**config.mk**
```make
export PLATFORM = sky130hd
export DESIGN_NAME = bytecode_line_table_lookup
export DESIGN_NICKNAME = d
export VERILOG_FILES = /design/src/sv/blt_pkg.sv /design/src/sv/blt_core.sv /design/src/sv/bytecode_line_table_lookup.sv
export SDC_FILE = /design/constraint.sdc
export NUM_CORES = 1
export LEC_CHECK = 0
export BUFFER_PORTS_ARGS = -buffer_cell sky130_fd_sc_hd__buf_4
export CAP_MARGIN = 30
export CORE_ASPECT_RATIO = 1.4
export CORE_MARGIN = 10
export CORE_UTILIZATION = 35
export DETAILED_ROUTE_END_ITERATION = 8
export GPL_TIMING_DRIVEN = 1
export PLACE_DENSITY_LB_ADDON = 0.15
export SLEW_MARGIN = 25
export SYNTH_ARGS = -nofsm -noshare
export SYNTH_HDL_FRONTEND = slang
export SYNTH_SLANG_ARGS = --single-unit
```
**constraint.sdc**
```tcl
create_clock -name i_clk -period 9.6 [get_ports i_clk]
set_input_delay 1.44 -clock i_clk [delete_from_list [all_inputs] [get_ports i_clk]]
set_output_delay 1.44 -clock i_clk [all_outputs]
set_load 0.01 [all_outputs]
```
**src/sv/blt_pkg.sv**
```systemverilog
// blt_pkg: constants, codes and word types for the bytecode line table lookup.
// Used by blt_core, the top level bytecode_line_table_lookup and blt_checker.
// No dependencies.
`default_nettype none

package blt_pkg;

    // Address arithmetic
    localparam int unsigned CODE_UNIT_BYTES = 2;   // bytes per instruction, 1..8
    localparam int unsigned ADDR_W          = 32;  // address wrap width, 16..32
    localparam int unsigned LINE_W          = 32;

    typedef logic [ADDR_W-1:0] t_addr;
    typedef logic [LINE_W-1:0] t_line;

    // Table formats
    localparam logic FMT_LNOTAB = 1'b0;
    localparam logic FMT_LOCTAB = 1'b1;

    // lnotab line delta that marks a range with no line
    localparam logic [7:0] LNO_NO_LINE = 8'h80;

    // Location table entry codes
    localparam logic [3:0] LOC_CODE_ONE_LINE0  = 4'd10;
    localparam logic [3:0] LOC_CODE_ONE_LINE2  = 4'd12;
    localparam logic [3:0] LOC_CODE_NO_COLUMNS = 4'd13;
    localparam logic [3:0] LOC_CODE_LONG       = 4'd14;
    localparam logic [3:0] LOC_CODE_NONE       = 4'd15;

    // Varint decode
    localparam int unsigned  VARINT_MORE_BIT    = 6;
    localparam logic [5:0]   VARINT_SHIFT_STEP  = 6'd6;
    localparam logic [5:0]   VARINT_SHIFT_LIMIT = 6'd32;
    localparam logic [2:0]   LONG_LAST_FIELD    = 3'd4;
    localparam logic [2:0]   FIELD_HEADER       = 3'd0;
    localparam logic [2:0]   FIELD_FIRST        = 3'd1;
    localparam logic [2:0]   FIELD_SECOND       = 3'd2;

    // Configuration register indexes
    localparam int unsigned     CFG_IDX_W        = 2;
    localparam logic [CFG_IDX_W-1:0] CFG_TABLE_FORMAT = 2'd0;
    localparam logic [CFG_IDX_W-1:0] CFG_START_LINE   = 2'd1;
    localparam logic [CFG_IDX_W-1:0] CFG_TARGET_INDEX = 2'd2;

    typedef struct packed {
        logic               table_format;
        logic        [31:0] start_line;
        logic signed [31:0] target_index;
    } t_cfg;

    typedef struct packed {
        logic [7:0] table_byte;
        logic       last_byte;
    } t_in_word;

    typedef struct packed {
        logic [31:0] src_line;
        logic        found;
    } t_out_word;

endpackage

`default_nettype wire

```
**src/sv/blt_core.sv**
```systemverilog
// blt_core: parse state of the line table and the per-byte update logic.
// One byte is consumed per i_step; the result for the last byte is combinational.
// Depends on blt_pkg.
`default_nettype none

module blt_core
    import blt_pkg::*;
(
    input  wire logic      i_clk,
    input  wire logic      i_rst_n,
    input  wire logic      i_step,
    input  wire t_in_word  i_word,
    input  wire t_cfg      i_cfg,
    output t_out_word      o_res
);

    // parse state
    t_line       r_accum,  n_accum;
    t_addr       r_start,  n_start;
    t_addr       r_end,    n_end;
    logic        r_phase,  n_phase;
    logic [7:0]  r_held,   n_held;
    logic [3:0]  r_code,   n_code;
    logic [3:0]  r_len,    n_len;
    logic [2:0]  r_field,  n_field;
    logic [31:0] r_vval,   n_vval;
    logic [5:0]  r_vshift, n_vshift;
    t_line       r_ldelta, n_ldelta;
    logic        r_decided, n_decided;
    t_line       r_ans,    n_ans;
    logic        r_found,  n_found;

    t_addr w_off;
    assign w_off = t_addr'(i_cfg.target_index) * t_addr'(CODE_UNIT_BYTES);

    always_comb begin
        logic [7:0]  b;
        logic        last;
        t_addr       pair_sum;
        logic        close;
        logic [31:0] vv;
        logic [31:0] mag;
        t_addr       close_end;

        b        = i_word.table_byte;
        last     = i_word.last_byte;
        pair_sum = r_end + t_addr'(r_held);
        close    = 1'b0;
        vv       = r_vval;
        mag      = '0;
        close_end = '0;

        n_accum   = r_accum;
        n_start   = r_start;
        n_end     = r_end;
        n_phase   = r_phase;
        n_held    = r_held;
        n_code    = r_code;
        n_len     = r_len;
        n_field   = r_field;
        n_vval    = r_vval;
        n_vshift  = r_vshift;
        n_ldelta  = r_ldelta;
        n_decided = r_decided;
        n_ans     = r_ans;
        n_found   = r_found;

        if (!r_decided) begin
            if (i_cfg.table_format == FMT_LNOTAB) begin
                // a lone trailing offset byte is dropped
                if (!(last && !r_phase)) begin
                    if (!r_phase) begin
                        n_held  = b;
                        n_phase = 1'b1;
                    end else begin
                        n_phase = 1'b0;
                        if (b == 8'd0) begin
                            n_end = pair_sum;
                        end else begin
                            n_start = r_end;
                            n_end   = pair_sum;
                            if (b != LNO_NO_LINE) begin
                                n_accum = r_accum + t_line'({{24{b[7]}}, b});
                                if (pair_sum != r_end && r_end <= w_off && w_off < pair_sum) begin
                                    n_decided = 1'b1;
                                    n_found   = 1'b1;
                                    n_ans     = i_cfg.start_line + n_accum;
                                end
                            end
                        end
                    end
                end
            end else begin
                if (r_field == FIELD_HEADER) begin
                    n_len    = {1'b0, b[2:0]} + 4'd1;
                    n_code   = b[6:3];
                    n_ldelta = (n_code inside {[LOC_CODE_ONE_LINE0:LOC_CODE_ONE_LINE2]}) ?
                               t_line'(n_code - LOC_CODE_ONE_LINE0) : '0;
                    n_vval   = '0;
                    n_vshift = '0;
                    if (n_code == LOC_CODE_NONE) begin
                        close = 1'b1;
                    end else begin
                        n_field = FIELD_FIRST;
                    end
                end else if (r_code == LOC_CODE_NO_COLUMNS || r_code == LOC_CODE_LONG) begin
                    // bits are disjoint, so accumulate by OR; high bits drop off
                    if (r_vshift < VARINT_SHIFT_LIMIT) begin
                        vv = r_vval | (32'(b[5:0]) << r_vshift);
                    end
                    if (b[VARINT_MORE_BIT]) begin
                        n_vval = vv;
                        if (r_vshift < VARINT_SHIFT_LIMIT) begin
                            n_vshift = r_vshift + VARINT_SHIFT_STEP;
                        end
                    end else begin
                        if (r_field == FIELD_FIRST) begin
                            mag      = vv >> 1;
                            n_ldelta = vv[0] ? t_line'(32'd0 - mag) : t_line'(mag);
                        end
                        n_vval   = '0;
                        n_vshift = '0;
                        if (r_code == LOC_CODE_NO_COLUMNS || r_field >= LONG_LAST_FIELD) begin
                            close = 1'b1;
                        end else begin
                            n_field = r_field + 3'd1;
                        end
                    end
                end else if (r_code >= LOC_CODE_ONE_LINE0 && r_field == FIELD_FIRST) begin
                    n_field = FIELD_SECOND;
                end else begin
                    close = 1'b1;
                end

                // table ends inside an entry: close it anyway
                if (!close && last && n_field != FIELD_HEADER) begin
                    close = 1'b1;
                end

                if (close) begin
                    close_end = r_start + t_addr'(n_len) * t_addr'(CODE_UNIT_BYTES);
                    n_accum   = r_accum + n_ldelta;
                    n_field   = FIELD_HEADER;
                    n_vval    = '0;
                    n_vshift  = '0;
                    if (r_start <= w_off && w_off < close_end) begin
                        n_decided = 1'b1;
                        n_found   = 1'b1;
                        n_ans     = i_cfg.start_line + n_accum;
                    end else if (close_end > w_off) begin
                        n_decided = 1'b1;   // passed the target
                    end
                    n_start = close_end;
                    n_end   = close_end;
                end
            end
        end

        if (i_cfg.target_index[31]) begin
            o_res.src_line = i_cfg.start_line;
            o_res.found    = 1'b1;
        end else if (n_found) begin
            o_res.src_line = n_ans;
            o_res.found    = 1'b1;
        end else begin
            o_res.src_line = '0;
            o_res.found    = 1'b0;
        end
    end

    always_ff @(posedge i_clk) begin
        if (!i_rst_n || (i_step && i_word.last_byte)) begin
            r_accum   <= '0;
            r_start   <= '0;
            r_end     <= '0;
            r_phase   <= 1'b0;
            r_held    <= '0;
            r_code    <= '0;
            r_len     <= '0;
            r_field   <= FIELD_HEADER;
            r_vval    <= '0;
            r_vshift  <= '0;
            r_ldelta  <= '0;
            r_decided <= 1'b0;
            r_ans     <= '0;
            r_found   <= 1'b0;
        end else if (i_step) begin
            r_accum   <= n_accum;
            r_start   <= n_start;
            r_end     <= n_end;
            r_phase   <= n_phase;
            r_held    <= n_held;
            r_code    <= n_code;
            r_len     <= n_len;
            r_field   <= n_field;
            r_vval    <= n_vval;
            r_vshift  <= n_vshift;
            r_ldelta  <= n_ldelta;
            r_decided <= n_decided;
            r_ans     <= n_ans;
            r_found   <= n_found;
        end
    end

endmodule

`default_nettype wire

```
**src/sv/bytecode_line_table_lookup.sv**
```systemverilog
// bytecode_line_table_lookup: top level, input/output registers and config registers.
// Instantiates blt_core; depends on blt_pkg.
// Checked by blt_checker (bound from its own file).
`default_nettype none

// Streams a bytecode line table one byte per word and returns the source line that
// covers instruction target_index (byte offset target_index * CODE_UNIT_BYTES).
// table_format selects lnotab pairs (0) or the varint location table (1). Exactly
// one result word comes out per table, for the word marked last_byte; a negative
// target_index returns start_line with found set, a miss returns line 0, found 0.
// After the last byte the parse state re-arms for the next table; the config
// registers are kept. Rate: one byte per clock, sustained, limited by the
// state update (entry close: an address add, line add and range compare).
// The last byte passes the input register and blt_core, and its result word
// is then held in the output register. Input is stalled only when a last
// byte waits on a full, stalled output register. No clearing pass after
// reset. Config writes are always ready; an index past target_index is
// ignored. Write config only between tables or while no byte is in flight.

module bytecode_line_table_lookup
    import blt_pkg::*;
(
    input  wire logic                 i_clk,
    input  wire logic                 i_rst_n,
    // table byte channel
    input  wire logic                 i_in_valid,
    output logic                      o_in_stall,
    input  wire t_in_word             i_in_word,
    // result channel
    output logic                      o_out_valid,
    input  wire logic                 i_out_stall,
    output t_out_word                 o_out_word,
    // config write channel
    input  wire logic                 i_cfg_valid,
    output logic                      o_cfg_ready,
    input  wire logic [CFG_IDX_W-1:0] i_cfg_index,
    input  wire logic [31:0]          i_cfg_data
);

    t_cfg      r_cfg;
    logic      r_in_valid;
    t_in_word  r_in_word;
    logic      r_out_valid;
    t_out_word r_out_word;

    logic      w_step;
    logic      w_out_load;
    t_out_word w_res;

    // output register takes a new word when empty or being drained
    assign w_out_load = !r_out_valid || !i_out_stall;
    // only a last byte needs room at the output
    assign w_step     = r_in_valid && (!r_in_word.last_byte || w_out_load);

    assign o_in_stall  = r_in_valid && !w_step;
    assign o_out_valid = r_out_valid;
    assign o_out_word  = r_out_word;
    assign o_cfg_ready = 1'b1;

    // config registers
    always_ff @(posedge i_clk) begin
        if (!i_rst_n) begin
            r_cfg.table_format <= FMT_LOCTAB;
            r_cfg.start_line   <= '0;
            r_cfg.target_index <= '0;
        end else if (i_cfg_valid) begin
            case (i_cfg_index)
                CFG_TABLE_FORMAT: r_cfg.table_format <= i_cfg_data[0];
                CFG_START_LINE:   r_cfg.start_line   <= i_cfg_data;
                CFG_TARGET_INDEX: r_cfg.target_index <= i_cfg_data;
                default: ;
            endcase
        end
    end

    // input register
    always_ff @(posedge i_clk) begin
        if (!i_rst_n) begin
            r_in_valid <= 1'b0;
        end else if (!o_in_stall) begin
            r_in_valid <= i_in_valid;
        end
    end

    always_ff @(posedge i_clk) begin
        if (i_in_valid && !o_in_stall) begin
            r_in_word <= i_in_word;
        end
    end

    blt_core u_core (
        .i_clk   (i_clk),
        .i_rst_n (i_rst_n),
        .i_step  (w_step),
        .i_word  (r_in_word),
        .i_cfg   (r_cfg),
        .o_res   (w_res)
    );

    // result register
    always_ff @(posedge i_clk) begin
        if (!i_rst_n) begin
            r_out_valid <= 1'b0;
        end else if (w_out_load) begin
            r_out_valid <= w_step && r_in_word.last_byte;
        end
    end

    always_ff @(posedge i_clk) begin
        if (w_out_load && w_step && r_in_word.last_byte) begin
            r_out_word <= w_res;
        end
    end

endmodule

`default_nettype wire

```
==> summary.md, run 1 <==
The number of nets with antenna violations after routing is 0, and the maximum clock frequency is 120 MHz. The final setup violation count is 0. The leading area contributor after synthesis was sky130_fd_sc_hd__dfxtp_1. The cell type with the highest occurrence count on the critical path was sky130_fd_sc_hd__xnor2_1. The largest single stage delay on the critical path is 880 ps.

The effective utilization at floorplan came out at 35.3%. Per report_power, the sequential group accounts for 34.9% of the total. At the end of routability-driven placement, the weighted congestion stood at 0.900. The final core utilization came out at 39.6%.

Entering global routing, the biggest net connects 71 pins. For this block, the via count after detailed routing is 24.7k. The run finished with clean final reports. Of the post-synthesis cell area, the dominant cell type holds 21.9%.

After the last flow step, the layout net total stands at 3710. Internal power comes to 0.00289 W. The number of diodes came out at 0. The violation count after the first detailed-routing iteration came out at 1614.

The run gives 0 as the number of warnings printed during yosys synthesis. Startpoint of the worst-slack reg-to-reg timing path: u_core.r_vshift[1]. The run gives 24.2k as the number of global-route vias before repair. Worst-margin pin slew: 986 ps. The tools report the element type at the critical path start as a flip-flop. Dividing total power by cell area gives a power density of 147 nW/µm².

The run gives 40.2% as the clock network power share. The worst hold path begins at u_core.r_ldelta[14]. The path class of the tightest hold or removal check is flip-flop to flip-flop. Maximum clock insertion buffer count: 3. After filler insertion, the fill cell instance count of the layout stands at 7720. Yosys mapped a number of flops with a built-in enable equal to 42.

Counting flops and latches in the post-synthesis netlist gives 328. For the die area, the log shows 86100 µm². The number of non-filler instances in the completed layout was 4378; the proportion of total power due to net switching was 32.9%. Initial antenna violation count: 0.

The slowest cell on the critical path was sky130_fd_sc_hd__dfxtp_1. Combinational logic is responsible for 24.9% of the overall power. In the post-synthesis netlist, the cell with the most instances is sky130_fd_sc_hd__nand2_1. For this run the aggregate overflow at the end of global routing stands at 0. The clock latency at the later pin of the worst-skew pair came out at 600 ps. The number of port buffers works out to 82. Once the clock tree was built, the setup fixing pass inserted 0 buffers.

The initialized floorplan defines 118 standard-cell rows. The first detailed-routing pass ran for 5 iterations. In this run the clock root is driven by a sky130_fd_sc_hd__clkbuf_16. In this run, CTS created clock tree buffers numbering 40.

The worst ir drop on vdd is 0.129 mV, and the synthesized instance count is 3375. The netlist uses 84 different library cells. The smallest clock period supported by the final layout is computed as 8310 ps. Number of buffers and inverters on the critical path: 0. The count of endpoints failing hold in the final timing report came out at 0.

Counting every net in the synthesized netlist gives 3699. The run gives 0.00142 W as the total net switching power. The number of slew-limit violations in the final report came out at 0. The aggregate routed wire length came out at 94.1 mm. In this run the worst path has a maximum fanout of 29.

The overall fraction of global-route tracks in use was 21.0%. The area of all placed cells without fillers was 29300 µm²; the detailed-route vias per instance was 5.65. In the synthesized netlist the dominant register cell turns out to be sky130_fd_sc_hd__dfxtp_1. Cells with a size suffix above 1 make up 7.87% of the layout. In this run the tightest slew margin relative to its limit is 34.1%.

For the final worst hold slack, the log shows 452 ps. Adding up every negative setup slack in the final design gives 0 ps. Once detailed placement completed, the half-perimeter wirelength came to 71.7 mm.

Yosys attributes the largest share of cell area to sky130_fd_sc_hd__dfxtp_1 (22%), sky130_fd_sc_hd__ha_1 (13%), sky130_fd_sc_hd__nand2_1 (6.7%), sky130_fd_sc_hd__a21oi_1 (6.6%), sky130_fd_sc_hd__edfxtp_1 (4.8%). Across the run, the number of max-cap violations was 0. The cell type group with the largest total delay on the critical path is compound AO/OA/AOI/OAI gates. For this design, the sink count on the clock tree is 328. The core footprint is 74000 µm², and the final period utilization is 86.6%.

For the number of I/O pins, the log shows 84. The critical path is of the flip-flop to flip-flop type. For this design, the CTS-stage hold fixing added 0 buffers. In the final routed layout, each cell accounts on average for 21.5 µm. STA puts the critical path data arrival time at 8630 ps. For the post-cts repair resize count, the log shows 0. STA puts the critical path data required time at 9920 ps. For this run, design rule violations remaining after detail routing come to 0. In this run the vertical extent of the chip is 343 µm.

After clock tree synthesis, the clock-pin slew on the worst setup and hold paths is 70 ps. The endpoint type of the worst setup path is a flip-flop. The netlist area before placement was 26100 µm². In this run the mean area of a mapped cell was 7.73 µm². Setup repair after global routing left no endpoint under its margin. Measured along the x axis, the die boundary spans 251 µm. The first global-routing pass estimated 143 mm of wire. CTS built an H-tree with a depth of 2.

In this run the worst setup path begins at u_core.r_vshift[1]. For this design the static power due to leakage is 11.8 nW. Instance count after placement with tap cells included: 4304. For the final database, setup skew stands at 33.3 ps. TritonCTS built the clock tree. The placed instances occupy a cell area of 27800 µm². The area overhead of the layout relative to synthesis is 12.2%, and the register area share after synthesis is 26.8%. After synthesis, the share of flip-flops with an asynchronous set or reset is 0%.

The commonest cells after synthesis are sky130_fd_sc_hd__nand2_1 (464), sky130_fd_sc_hd__a21oi_1 (345), sky130_fd_sc_hd__dfxtp_1 (286), sky130_fd_sc_hd__nor2_1 (277), sky130_fd_sc_hd__ha_1 (270).
path summary, 6_finish.rpt:
kind	end	slack, ps	cells past startpoint
max reg2reg	o_out_word[32]	1290	30
min	u_core.r_ldelta[14]	450	2
max	o_out_word[32]	1290	30
min reg2reg	u_core.r_ldelta[14]	450	2
cells by family after synthesis:
| family | share of synthesized area [%] |
|---|---|
| and+or+nand+nor | 20.2 |
| AOI/OAI and AO/OA | 26.6 |
| DFF | 26.8 |
| buffers and inverters | 4.24 |
| adders and majority gates | 13.4 |
| xor gates and xnor gates | 6.60 |
| muxes | 2.20 |
| other | 0.0144 |
layout make-up:
class | count | area (µm²) | area share [%]
Multi-Input combinational cell | 2757 | 18100 | 61.8
Sequential cell | 328 | 6990 | 23.9
Clock buffer | 59 | 1230 | 4.19
Tap cell | 960 | 1200 | 4.10
Timing Repair Buffer | 142 | 1090 | 3.73
Inverter | 117 | 439 | 1.50
Clock inverter | 15 | 249 | 0.850
cells in the final DEF, fill, tap and decap left out, types with 54 or more instances in the layout:
master,instances
sky130_fd_sc_hd__a211oi_1,64
sky130_fd_sc_hd__buf_4,140
sky130_fd_sc_hd__ha_1,270
sky130_fd_sc_hd__a21o_1,84
sky130_fd_sc_hd__a21boi_0,73
sky130_fd_sc_hd__nand3_1,71
sky130_fd_sc_hd__o21ai_0,201
sky130_fd_sc_hd__a21oi_1,343
sky130_fd_sc_hd__inv_1,116
sky130_fd_sc_hd__nand2_1,463
sky130_fd_sc_hd__nor2_1,273
sky130_fd_sc_hd__xor2_1,82
sky130_fd_sc_hd__xnor2_1,107
sky130_fd_sc_hd__nor3_1,76
sky130_fd_sc_hd__mux2i_1,54
sky130_fd_sc_hd__dfxtp_1,285
worst register-to-register path: cells and delay by family, from the launching register on:
| family | cells | cell delay, ps |
|---|---|---|
| AOI/OAI and AO/OA | 17 | 4350 |
| xor gates and xnor gates | 4 | 550 |
| and+or+nand+nor | 7 | 1510 |
| adders and majority gates | 2 | 780 |
| DFF | 1 | 880 |
registers in the layout (all words and copies together) (netlist names), 3 cells and up:
name             cells
u_core.r_len         4
u_core.r_end        32
u_core.r_vval       32
r_cfg               65
u_core.r_field       3
u_core.r_held        8
u_core.r_ans        32
u_core.r_ldelta     32
u_core.r_vshift      5
r_in_word            9
u_core.r_start      32
o_out_word          33
u_core.r_code        4
u_core.r_accum      32
metal layers:
layer	vias to the layer above	part of all wire (%)	GRT usage, %
met4	0	4.5	9.31
li1	12300	-	-
met5	-	0	0
met3	160	3.6	2.30
met1	11700	42	24.5
met2	544	50	37.8
stage by stage:
step | setup slack [ps] | total power, W
2_1_floorplan | 2960 | 0.00224
3_3_place_gp | 1410 | 0.00259
3_5_place_dp | 1330 | 0.00260
4_1_cts | 1300 | 0.00434
5_1_grt | 418 | 0.00450
6_report | 1290 | 0.00431
power by group through the flow:
stage	Clock [W]	Combinational, W	Sequential, W
2_1_floorplan	0	0.000737	0.00150
3_3_place_gp	0	0.00106	0.00153
3_5_place_dp	0	0.00106	0.00153
4_1_cts	0.00177	0.00107	0.00150
5_1_grt	0.00181	0.00118	0.00151
6_report	0.00173	0.00107	0.00150
Power figures use the tool's default switching activity.
==> run 2: changes to the inputs <==
Settings changed: CORE_ASPECT_RATIO 1.4 to unset.
==> run 2 against run 1 <==
  * Sequential share of layout area rose by 0.12 points
  * Final area is 0.50% lower
  * Maximum frequency decreased by 2.5%
  * Worst setup slack got worse by 210 ps
  * Non-clock buffer count shrank 14
  * First-iteration DRC count up 28%
  * Largest power group unchanged
  * Highest routed layer unchanged
==> summary.md, run 2 (synthesis gave the netlist of run 1 again) <==
In the layout the commonest cells are sky130_fd_sc_hd__nand2_1 (463), sky130_fd_sc_hd__a21oi_1 (343), sky130_fd_sc_hd__dfxtp_1 (285). The weighted congestion at the end of routability-driven global placement is 0.916. In this run the core area contains 100 standard-cell rows.

The maximum single-stage delay on the critical path is 930 ps. IR analysis of the VDD net gives a maximum drop of 0.123 mV. During placement, the flow inserted port buffers numbering 82. The register clock-pin slew on the reported worst setup and hold paths works out to 60 ps. At the end of the flow, the number of nets in the layout was 3697. No sink is reached through more buffers than the 3 on the longest clock path. The run gives 27700 µm² as the placement-stage cell area. The kind of critical path was flip-flop to flip-flop. Counting tap cells, the placed design contains a total of 4298 instances. The overall fraction of global-route tracks in use is 20.9%, and the area of all placed cells without fillers is 29100 µm². In the routed design, unresolved DRC markers number 0.

In this run the remaining antenna-violating nets after routing total 0. The slowest cell on the critical path was sky130_fd_sc_hd__dfxtp_1. The number of levels in the clock H-tree was 2; the post-cts repair resize count was 0.

The tools report the startpoint of the tightest hold check path as u_core.r_vval[17]. The logs give 5 for the detailed-routing iteration count for the pre-antenna-repair pass and 70 for the maximum number of pins on one net before global-route repair. Relative to the synthesized area, the layout overhead comes to 11.7%. Global routing finished with a remaining overflow of 0. The maximum clock frequency was 117 MHz; the width of the chip was 293 µm. Most common library cell in the layout ignoring fill and taps: sky130_fd_sc_hd__nand2_1. CTS saw 328 sinks. Clock skew on the completed layout was measured at 35.9 ps. The wire length of the first global-routing pass is 142 mm, and the number of flip-flops under the largest register name is 65. Cells with a size suffix above 1 make up 7.49% of the layout. The power density over the cells came out at 148 nW/µm².

The worst register-to-register path begins at u_core.r_vshift[1]. The flow ran to the end, and the final reports show no timing, DRC or antenna violations. In this run the worst setup path begins at u_core.r_vshift[1]. Setup repair after global routing left no endpoint under its margin. The wire length per cell works out to 21.2 µm. For the number of buffers inserted during clock tree synthesis, the log shows 41. 84 I/O pins were placed. The worst path needs 8520 ps of the cycle, external delays included. In this run, post-CTS hold repair placed 0 buffers. Sum of net half-perimeters after detailed placement: 68.3 mm. Number of diodes: 0. The detailed router finished its first iteration with 2062 violations. TritonCTS built the clock tree. The tool flagged a number of max-cap violations equal to 0. The region available for standard cell placement spans 74200 µm². The floorplan step defined a die boundary enclosing 85900 µm². The filler cell count in the final layout is 7751. Using the TritonRoute via totals, the vias-per-cell ratio works out to 5.72. The final setup violation count is 0.

The routed layout has 25.0k vias. Measured against its own limit, the worst slew margin works out to 29.0%. Element type at the critical path start: a flip-flop.

The logs give 23.4k for the number of global-route vias before repair and 590 ps for the clock latency at the later pin of the worst-skew pair. STA puts the critical path data required time at 9940 ps. The tree is rooted in a sky130_fd_sc_hd__clkbuf_16. The aggregate routed wire length came out at 92.6 mm. The final worst hold slack was 452 ps.

Ranked by flip-flop count, first place goes to r_cfg. The run gives 0 as the initial antenna violation count. The final period utilization was 88.8%; the vertical die dimension was 293 µm.

STA classifies the critical path endpoint as a flip-flop. After clock tree synthesis, the setup repair step added 0 buffers. The number of slew-limit violations in the final report was 0.

The path class of the tightest hold or removal check is flip-flop to flip-flop. For this configuration, the core starts out at a cell density of 35.2%. For the final routed database, the setup TNS stands at 0 ps.

For the number of non-filler instances in the completed layout, the log shows 4374. The count of endpoints failing hold in the final timing report is 0, and the leakage dissipation is 11.7 nW. For the pin with the worst max-slew slack, the measured transition is 1070 ps. Data on the critical path arrives at its endpoint at 8870 ps. Of all nets on the critical path, the largest fanout is 29.
run 2: cell types whose count changed in the layout (fill, tap and decap cells not counted), moves of 2 or more:
cell,change
sky130_fd_sc_hd__buf_4,-14
sky130_fd_sc_hd__clkbuf_8,-3
sky130_fd_sc_hd__clkinv_1,+2
sky130_fd_sc_hd__clkinv_4,+2
sky130_fd_sc_hd__buf_2,+2
sky130_fd_sc_hd__clkinvlp_4,+3
run 2: worst paths after layout:
path,end,slack (ps),depth (start not counted)
hold / removal,u_core.r_vval[17],450,2
hold reg to reg,u_core.r_vval[17],450,2
setup reg to reg,o_out_word[28],1080,29
setup / recovery,o_out_word[28],1080,29
run 2: worst max-delay path: cells and delay by family, from the launching register on:
kind	cells	cell delay, ps
AOI/OAI and AO/OA	20	5270
xor gates and xnor gates	3	570
adders and majority gates	2	750
DFF	1	930
and+or+nand+nor	4	780
run 2: metal layers:
| metal | track usage [%] | share of wire, % |
|---|---|---|
| met1 | 30.5 | 49 |
| met5 | 0 | 0 |
| met2 | 31.1 | 42 |
| met3 | 3.52 | 6.5 |
| met4 | 5.81 | 2.6 |
run 2: layout make-up:
class,instances,area [µm²],area share [%]
Multi-Input combinational cell,2757,18100,62.1
Sequential cell,328,6990,24.0
Tap cell,969,1210,4.16
Clock buffer,55,1180,4.06
Timing Repair Buffer,128,956,3.28
Inverter,117,439,1.51
Clock inverter,20,277,0.949
run 2: per-stage QoR:
step                      total power [W]  util [%]  setup slack, ps
after CTS                         0.00433      39.3             1210
final                             0.00431      39.3             1080
after global routing              0.00451      39.3              362
after floorplan                   0.00224         -             2960
after detailed placement          0.00259      37.3             1240
after global placement            0.00260      37.3             1330
run 2: power breakdown:
group / internal, W / switching (W) / leakage, nW
combinational: 0.000386 / 0.000698 / 8.28
sequential: 0.00144 / 0.0000621 / 2.70
clock: 0.00103 / 0.000688 / 0.702
==> run 3: changes to the inputs <==
Clock period 9.6 ns to 8.63 ns, I/O delays scaled along.
==> run 3 against run 2 <==
  * Combinational power up 13%
  * Maximum frequency increased by 7.3%
  * Final cell count rose by 0.41%
  * Register-to-register slack got worse by 390 ps
  * Power increased by 12%
  * Routed wire length is 1.3% higher
  * Sequential power rose by 11%
  * Final area rose by 0.55%
  * Critical path type unchanged
  * Global-route usage increased by 0.33 points
  * Clock skew grew 3.2 ps
==> summary.md, run 3 (synthesis gave the netlist of run 1 again) <==
For the area of all placed cells without fillers, the log shows 29300 µm². The H-tree was split into 2 levels. Together, buffers and inverters on the worst path number 3. The slowest cell on the critical path is sky130_fd_sc_hd__o21ai_0. Data on the critical path arrives at its endpoint at 8270 ps. Clock latency on the worst-skew pair, taken at its later pin, is 590 ps. For this design the ratio of total power to cell area is 165 nW/µm².

The worst path in the final design needs a cycle of 7940 ps, including I/O delays and setup. The overall fraction of global-route tracks in use is 21.3%, and the maximum clock frequency is 126 MHz. The filler cells instantiated in the layout total 7731.

The cell chosen for the clock root was sky130_fd_sc_hd__clkbuf_16. The top layer used by detailed routing is met4. The register clock-pin slew on the reported worst setup and hold paths is 60 ps, and the final-layout setup total negative slack is 0 ps. Hold repair after CTS inserted 0 buffers.

The die is 293 µm tall. For the initial antenna violation count, the log shows 0. The met3 wire length was 6.09 mm; the number of global-route vias before repair was 23.6k. The tools report the via count as 25.0k. The run gives 0 as the count of max-cap constraint violations. The count of endpoints failing hold in the final timing report was 0.

The most common library cell in the layout ignoring fill and taps is sky130_fd_sc_hd__nand2_1. Once the clock tree was built, the setup fixing pass inserted 0 buffers. The weighted congestion at the end of routability-driven global placement came out at 0.905. The area overhead of the layout relative to synthesis was 12.3%. The final period utilization is 92.0%. Largest register by flop count: r_cfg. The total number of nets in the final design is 3714.

Setup repair after global routing left no endpoint under its margin. After floorplanning, the core was divided into 100 placement rows. The critical path is of the flip-flop to flip-flop type. The min-delay analysis places its worst path in the category flip-flop to flip-flop.

The worst-margin pin slew was 974 ps; the maximum clock insertion buffer count was 3. The wire length per cell is 21.4 µm. The number of remaining DRC errors is 0. The final core utilization was 39.5%; the ratio of cells with drive above 1 in the final layout was 7.92%. The flow ran to the end, and the final reports show no timing, DRC or antenna violations. Cell type with the highest occurrence count on the critical path: sky130_fd_sc_hd__o21ai_0.

The core footprint was 74200 µm²; the placement-stage cell area was 27800 µm². The tools report the detailed-routing wirelength on met1 as 46.8 mm. The detailed router finished its first iteration with 2425 violations. The final worst hold slack was 449 ps.

The maximum single-stage delay on the critical path was 630 ps; the relative slew slack was 34.5%. For the number of slew-limit violations in the final report, the log shows 0. The count of nets left with antenna violations once routing finished came out at 0. The total overflow left after global routing is 0. The top cell types in the final layout, fill and taps aside, are sky130_fd_sc_hd__nand2_1 (463), sky130_fd_sc_hd__a21oi_1 (344), sky130_fd_sc_hd__dfxtp_1 (285). The floorplan step set the die width to 293 µm. Detailed placement ended at an HPWL of 69.7 mm. The register with the most flip-flops in the layout has 65 of them.

Summed over all cells, the static leakage comes to 11.8 nW. TritonCTS built the clock tree. Detailed routing placed a total of 39.0 mm of wire on met2. The first detailed-routing pass took 6 iterations. For the number of diodes, the log shows 0. The tools report the clock skew after layout as 39.1 ps. The number of I/O pins came out at 84.

For this design, the sink count on the clock tree is 328. Endpoint type of the worst setup path: a flip-flop. The worst ir drop on vdd is 0.129 mV, and the maximum number of pins on one net before global-route repair is 70.

The final setup violation count was 0. The tools report the aggregate routed wire length as 93.8 mm. The overall power after layout was 0.00483 W; the top fanout value on the critical path was 21. The floorplan step defined a die boundary enclosing 85900 µm². After detailed routing, the number of vias per cell comes to 5.69. The data required time at the worst endpoint was 8960 ps.

The number of port buffers was 82. Buffers inserted during clock tree synthesis total 43. The worst setup path is launched from a flip-flop. After clock tree synthesis, the repair step resized 0 gates. Grouping stages by cell kind, the critical path spends the most delay in compound AO/OA/AOI/OAI gates. For this configuration, the core starts out at a cell density of 35.2%. The first global-routing pass estimated 144 mm of wire.
-- run 3: power by group --
part	total, W	switching [W]	leakage (nW)	internal (W)
sequential	0.00167	0.0000680	2.70	0.00160
combinational	0.00122	0.000781	8.36	0.000435
clock	0.00194	0.000770	0.724	0.00117
-- run 3: metal layers --
metal | track usage (%) | vias to the layer above
li1 | - | 12300
met5 | 0 | -
met1 | 31.3 | 11900
met4 | 5.21 | 0
met3 | 3.55 | 95
met2 | 31.5 | 731
-- run 3: area by class of cell --
type / count / area (µm²) / area share, %
Multi-Input combinational cell: 2757 / 18100 / 61.7
Sequential cell: 328 / 6990 / 23.9
Tap cell: 969 / 1210 / 4.14
Clock inverter: 20 / 279 / 0.952
Clock buffer: 58 / 1210 / 4.15
Timing Repair Buffer: 143 / 1080 / 3.70
Inverter: 117 / 439 / 1.50
-- run 3: final timing paths --
check                      startpoint             endpoint  slack [ps]  cells after the start
hold reg to reg   u_core.r_ldelta[26]  u_core.r_ldelta[26]         450                      2
hold / removal    u_core.r_ldelta[26]  u_core.r_ldelta[26]         450                      2
setup / recovery   u_core.r_vshift[1]       o_out_word[28]         690                     30
setup reg to reg   u_core.r_vshift[1]       o_out_word[28]         690                     30
-- run 3: worst register-to-register path: cells and delay by family (launching register included) --
kind / cells / cell delay [ps]
AND/OR/NAND/NOR: 5 / 1080
buffers and inverters: 3 / 610
XOR/XNOR: 2 / 510
adder cells (fa/ha/maj): 2 / 750
flip-flops: 1 / 460
AO/OA/AOI/OAI: 18 / 4300
-- run 3: metrics by stage --
step,std cells,setup WS (ps)
after floorplan,3375,1990
after global placement,4311,955
after detailed placement,4311,865
after CTS,4389,802
after global routing,4392,45.5
final,4392,689
